[src/hdl/eatht_pkg.sv]
`default_nettype none
package eatht_pkg;

  localparam int unsigned CordicSteps = 16;
  localparam int unsigned AngW        = 28;
  localparam int unsigned XyW         = 34;
  localparam int unsigned TrigW       = 16;
  localparam int unsigned ShiftW      = 32;

  localparam logic signed [AngW-1:0] AngPi     = 28'sd52707179;
  localparam logic signed [AngW-1:0] AngHalfPi = 28'sd26353589;
  localparam logic signed [XyW-1:0]  CordicGain = 34'sd652032874;
  localparam int OneQ14 = 16384;

  // Arctangent of 2^-i, radians in Q.24.
  function automatic logic signed [AngW-1:0] atan_q24(input logic [3:0] idx);
    logic signed [AngW-1:0] r;
    case (idx)
      4'd0:  r = 28'sd13176795;
      4'd1:  r = 28'sd7778716;
      4'd2:  r = 28'sd4110060;
      4'd3:  r = 28'sd2086331;
      4'd4:  r = 28'sd1047214;
      4'd5:  r = 28'sd524117;
      4'd6:  r = 28'sd262123;
      4'd7:  r = 28'sd131069;
      4'd8:  r = 28'sd65536;
      4'd9:  r = 28'sd32768;
      4'd10: r = 28'sd16384;
      4'd11: r = 28'sd8192;
      4'd12: r = 28'sd4096;
      4'd13: r = 28'sd2048;
      4'd14: r = 28'sd1024;
      default: r = 28'sd512;
    endcase
    return r;
  endfunction

  // Round-half-up shift of a wide product, then clamp to plus or minus one.
  function automatic logic signed [TrigW-1:0] round_clamp(input logic signed [63:0] v,
                                                          input int unsigned s);
    logic signed [63:0] t;
    t = (v + (64'sd1 <<< (s - 1))) >>> s;
    if (t > 64'sd16384) t = 64'sd16384;
    else if (t < -64'sd16384) t = -64'sd16384;
    return t[TrigW-1:0];
  endfunction

endpackage
`default_nettype wire

[src/hdl/eatht_cordic.sv]
`default_nettype none
module eatht_cordic (
  input  wire logic                                clk_i,
  input  wire logic                                adv_i,
  input  wire logic signed [15:0]                  angle_i,
  output logic signed [eatht_pkg::TrigW-1:0]       sin_o,
  output logic signed [eatht_pkg::TrigW-1:0]       cos_o
);
  import eatht_pkg::*;

  logic signed [XyW-1:0]  x_q [CordicSteps+1];
  logic signed [XyW-1:0]  y_q [CordicSteps+1];
  logic signed [AngW-1:0] z_q [CordicSteps+1];
  logic                   f_q [CordicSteps+1];
  logic signed [XyW-1:0]  xo_q, yo_q;
  logic signed [AngW-1:0] z_in;

  // Fold into plus or minus pi/2 at entry.
  always_comb begin
    z_in = AngW'(angle_i) <<< 11;
  end

  always_ff @(posedge clk_i) begin
    if (adv_i) begin
      x_q[0] <= CordicGain;
      y_q[0] <= '0;
      if (z_in > AngHalfPi) begin
        z_q[0] <= z_in - AngPi; f_q[0] <= 1'b1;
      end else if (z_in < -AngHalfPi) begin
        z_q[0] <= z_in + AngPi; f_q[0] <= 1'b1;
      end else begin
        z_q[0] <= z_in; f_q[0] <= 1'b0;
      end
    end
  end

  // One registered rotation step per stage.
  for (genvar i = 0; i < CordicSteps; i++) begin : g_step
    always_ff @(posedge clk_i) begin
      if (adv_i) begin
        f_q[i+1] <= f_q[i];
        if (z_q[i] >= 0) begin
          x_q[i+1] <= x_q[i] - (y_q[i] >>> i);
          y_q[i+1] <= y_q[i] + (x_q[i] >>> i);
          z_q[i+1] <= z_q[i] - atan_q24(4'(i));
        end else begin
          x_q[i+1] <= x_q[i] + (y_q[i] >>> i);
          y_q[i+1] <= y_q[i] - (x_q[i] >>> i);
          z_q[i+1] <= z_q[i] + atan_q24(4'(i));
        end
      end
    end
  end

  // Sign fix, then rounding and clamp in the next stage.
  always_ff @(posedge clk_i) begin
    if (adv_i) begin
      xo_q  <= f_q[CordicSteps] ? -x_q[CordicSteps] : x_q[CordicSteps];
      yo_q  <= f_q[CordicSteps] ? -y_q[CordicSteps] : y_q[CordicSteps];
      cos_o <= round_clamp(64'(xo_q), 16);
      sin_o <= round_clamp(64'(yo_q), 16);
    end
  end

endmodule
`default_nettype wire
[config.mk]
export PLATFORM = sky130hd
export DESIGN_NAME = eatht_cordic
export DESIGN_NICKNAME = d
export VERILOG_FILES = /design/src/hdl/eatht_pkg.sv /design/src/hdl/eatht_cordic.sv
export SDC_FILE = /design/constraint.sdc
export NUM_CORES = 2
export LEC_CHECK = 0
export BUFFER_PORTS_ARGS = -buffer_cell sky130_fd_sc_hd__buf_2
export CAP_MARGIN = 10
export CORE_UTILIZATION = 40
export CTS_BUF_LIST = sky130_fd_sc_hd__clkbuf_4 sky130_fd_sc_hd__clkbuf_8 sky130_fd_sc_hd__clkbuf_16
export CTS_CLUSTER_SIZE = 8
export DETAILED_ROUTE_END_ITERATION = 6
export PLACE_DENSITY_LB_ADDON = 0.25
export SETUP_SLACK_MARGIN = 0.05
export SYNTH_ARGS = -nofsm -noshare
export SYNTH_HDL_FRONTEND = slang
export SYNTH_SLANG_ARGS = --single-unit
[constraint.sdc]
create_clock -name clk_i -period 5.2 [get_ports clk_i]
set_input_delay 1.04 -clock clk_i [delete_from_list [all_inputs] [get_ports clk_i]]
set_output_delay 1.04 -clock clk_i [all_outputs]
set_load 0.005 [all_outputs]
==> run metrics <==
result of the run=finished with violations; violated checks=design-rule violations; Worst Path Max Fanout=2; Period Utilization, post-route=0.980; Metal-1 WL=148000 microns; PnR worst setup slack=0.106 ns; core area=roughly 0.3 sq mm; worst-path cell with the longest stage delay=or4_4; die area=0.299 sq mm; Root Buffer=clkbuf_16; worst relative slew slack=0.232; layout cell share with drive strength beyond 1=0.0967; f_max=~0.2 GHz; Yosys top cell by area=edfxtp_1; largest net degree at the start of global routing=84; cell area after placement=0.129 sq mm; Clock Latency Late Sink=0.88 ns; Reg2Reg Setup Slack=roughly 0.11 ns; CP Class=reg2reg; critical path depth=18; DP HPWL=around 250000 microns; RSZ-0062 raised after global routing=true; CTS tree=yes; fin area=0.135 sq mm; WP buf/inv=1; first-pass GRT wire length=between 500000 and 600000 microns; CTS max path bufs=4; Place WS=-0.243 ns; clk slew on worst S/H paths=0.06 ns; Hold Crit Class=reg2reg; Ys Warns=0; worst-case reg-to-reg path depth=18; RR Endpoint=x_q[12][32]$_DFFE_PP_; Fillers=28300; drt first pass iters=7; # port buffers=49; vias post-DR=around 95000; nature of the critical path endpoint=flip-flop; CP Launch Type=flip-flop; vias in the first global route=91000; Residual DRC=5; I/O pin count=50; Synth area leaders=edfxtp_1 36%, ha_1 13%, xnor2_1 9.0%; final slew viol count=0; Required @ worst endpoint=5.80 ns; Worst R2R Start=y_q[11][14]$_DFFE_PP_; initial antenna violation count=6; synthesized area per cell=about 9.5 sq um; post-route minimum period=just over 5 ns; Least-Margin Pin Slew=1.14 ns; residual overflow from global routing=0; Inserted Clock Buffers=207; met2 WL=~150000 microns; Row Count=199; Die Wd=roughly 550 microns; Critical Path End=x_q[12][32]$_DFFE_PP_; Crit path largest cell delay=0.45 ns; layout net count=14600; Clock Sink Count=around 1400; count leader, synth=edfxtp_1; ys async rst share=0; syn nets=13800; post-synthesis register bit count=between 1000 and 1500; Met3 Wirelength=13500 microns; hold violation total from the final report=0; Post-Syn Instances=12500; Die H=546 microns; top cell type's share of synthesized area=0.361; Top Metal Used=met4; synth cell count leaders=1425 x edfxtp_1, 1251 x ha_1, 1213 x xnor2_1; Initial Util=0.403; Routed WL=319000 microns; CP arrival=around 5.7 ns; Post-synth EDFFs=1425; final antenna-violating net count=0; Syn-to-layout area delta=13.7%; Worst Skew=0.0696 ns; Vias/cell=5.52; top_reg_cell synth=edfxtp_1; synthesized cell area=0.119 sq mm; Final setup viols=0; H-tree levels=4; CTS Hold Bufs=0; DRT iter0 DRCs=7201; synth unique cells=84; per-cell routed wire length=between 15 and 20 microns; sequential area share after synthesis=0.361; crit path from=y_q[11][14]$_DFFE_PP_; Tot GR Track Use=0.209; cells along the critical path=or3_4 -> nor4_4 -> nand2_1 -> or4_4 -> or4_4 -> o31ai_4 -> xnor2_1 -> ha_1 -> a2111oi_2 -> o21ai_1 -> a221o_1 -> a41o_1 -> a21o_1 -> a41o_1 -> o41ai_2 -> buf_4 -> nand4b_1 -> nand4_1; routability congestion estimate=0.934; CP top delay family=compound AO/OA/AOI/OAI gates; max_cap viols=0
## worst min path at each step
stage | startpoint | endpoint | slack, ns | cells past startpoint
after floorplan | f_q[0][9]$_DFFE_PP_ | f_q[0][10]$_DFFE_PP_ | 0.40 | 0
after global placement | f_q[0][6]$_DFFE_PP_ | f_q[0][7]$_DFFE_PP_ | 0.40 | 0
after detailed placement | f_q[0][6]$_DFFE_PP_ | f_q[0][7]$_DFFE_PP_ | 0.40 | 0
after CTS | z_q[9][11]$_DFFE_PP_ | z_q[10][11]$_DFFE_PP_ | 0.41 | 0
after global routing | z_q[8][11]$_DFFE_PP_ | z_q[9][11]$_DFFE_PP_ | 0.42 | 0
final | z_q[8][12]$_DFFE_PP_ | z_q[9][12]$_DFFE_PP_ | 0.42 | 0
## metal layers
layer,track usage,vias up
li1,-,47800
met2,0.358,1859
met4,0.0522,0
met1,0.279,44900
met3,0.0228,435
met5,0,-
## kinds of logic after synthesis
| logic type | synth area share |
|---|---|
| buffers and inverters | 0.0259 |
| DFF | 0.361 |
| muxes | 0.00663 |
| and+or+nand+nor | 0.136 |
| AOI/OAI and AO/OA | 0.200 |
| xor gates and xnor gates | 0.132 |
| adders and majority gates | 0.139 |
## registers in the layout, summed over array words and instances (netlist names)
signal  count
sin_o      16
yo_q       19
xo_q       19
f_q        17
cos_o      16
x_q       484
y_q       511
z_q       343
## layout by cell type (no fill, tap or decap), drive strengths merged, types with 423 or more instances in the layout
| master | netlist | routed |
|---|---|---|
| xor2 | 568 | 568 |
| nor2 | 977 | 977 |
| a21oi | 1204 | 1204 |
| nand2 | 758 | 758 |
| buf | 28 | 823 |
| xnor2 | 1213 | 1213 |
| o21ai | 750 | 750 |
| ha | 1251 | 1251 |
| a21o | 423 | 423 |
| edfxtp | 1425 | 1425 |
| inv | 569 | 573 |
## worst reg2reg max path, stage by stage (launching register included)
cell and delay, ns:
edfxtp_1 0.38, or3_4 0.41, nor4_4 0.28, nand2_1 0.11, or4_4 0.43, or4_4 0.45, o31ai_4 0.19, xnor2_1 0.09
ha_1 0.34, a2111oi_2 0.32, o21ai_1 0.13, a221o_1 0.37, a41o_1 0.24, a21o_1 0.21, a41o_1 0.27, o41ai_2 0.24
buf_4 0.17, nand4b_1 0.10, nand4_1 0.08
## layout make-up
class | instances | area, sq um | share of cell area
diodes | 1 | 2.50 | 0.0000186
inverters | 574 | 2150 | 0.0160
well taps | 3919 | 4900 | 0.0364
repair buffers | 823 | 6230 | 0.0462
flip-flops and latches | 1425 | 42800 | 0.317
multi-input cells | 10200 | 73100 | 0.542
clock buffers | 223 | 5340 | 0.0396
clock inverters | 29 | 300 | 0.00223
## stage by stage
stage / utilization / std cells / hold WS, ns / setup TNS, ns
after CTS: 0.457 / 17200 / 0.415 / 0
after global placement: 0.438 / 16900 / 0.401 / -2.81
final: 0.458 / 17200 / 0.415 / 0
after global routing: 0.458 / 17200 / 0.421 / -0.216
after detailed placement: 0.438 / 16900 / 0.405 / -2.72
after floorplan: - / 12500 / 0.400 / 0
## timing repair
item,4_1_cts,5_1_grt
resized for setup,2,80
pin swaps,0,8
setup endpoints to repair,7,60
setup buffers,0,4
Power is left out: the tool's default activity adds up to more than one toggle a clock period on the data nets, which glitch-free logic cannot reach.
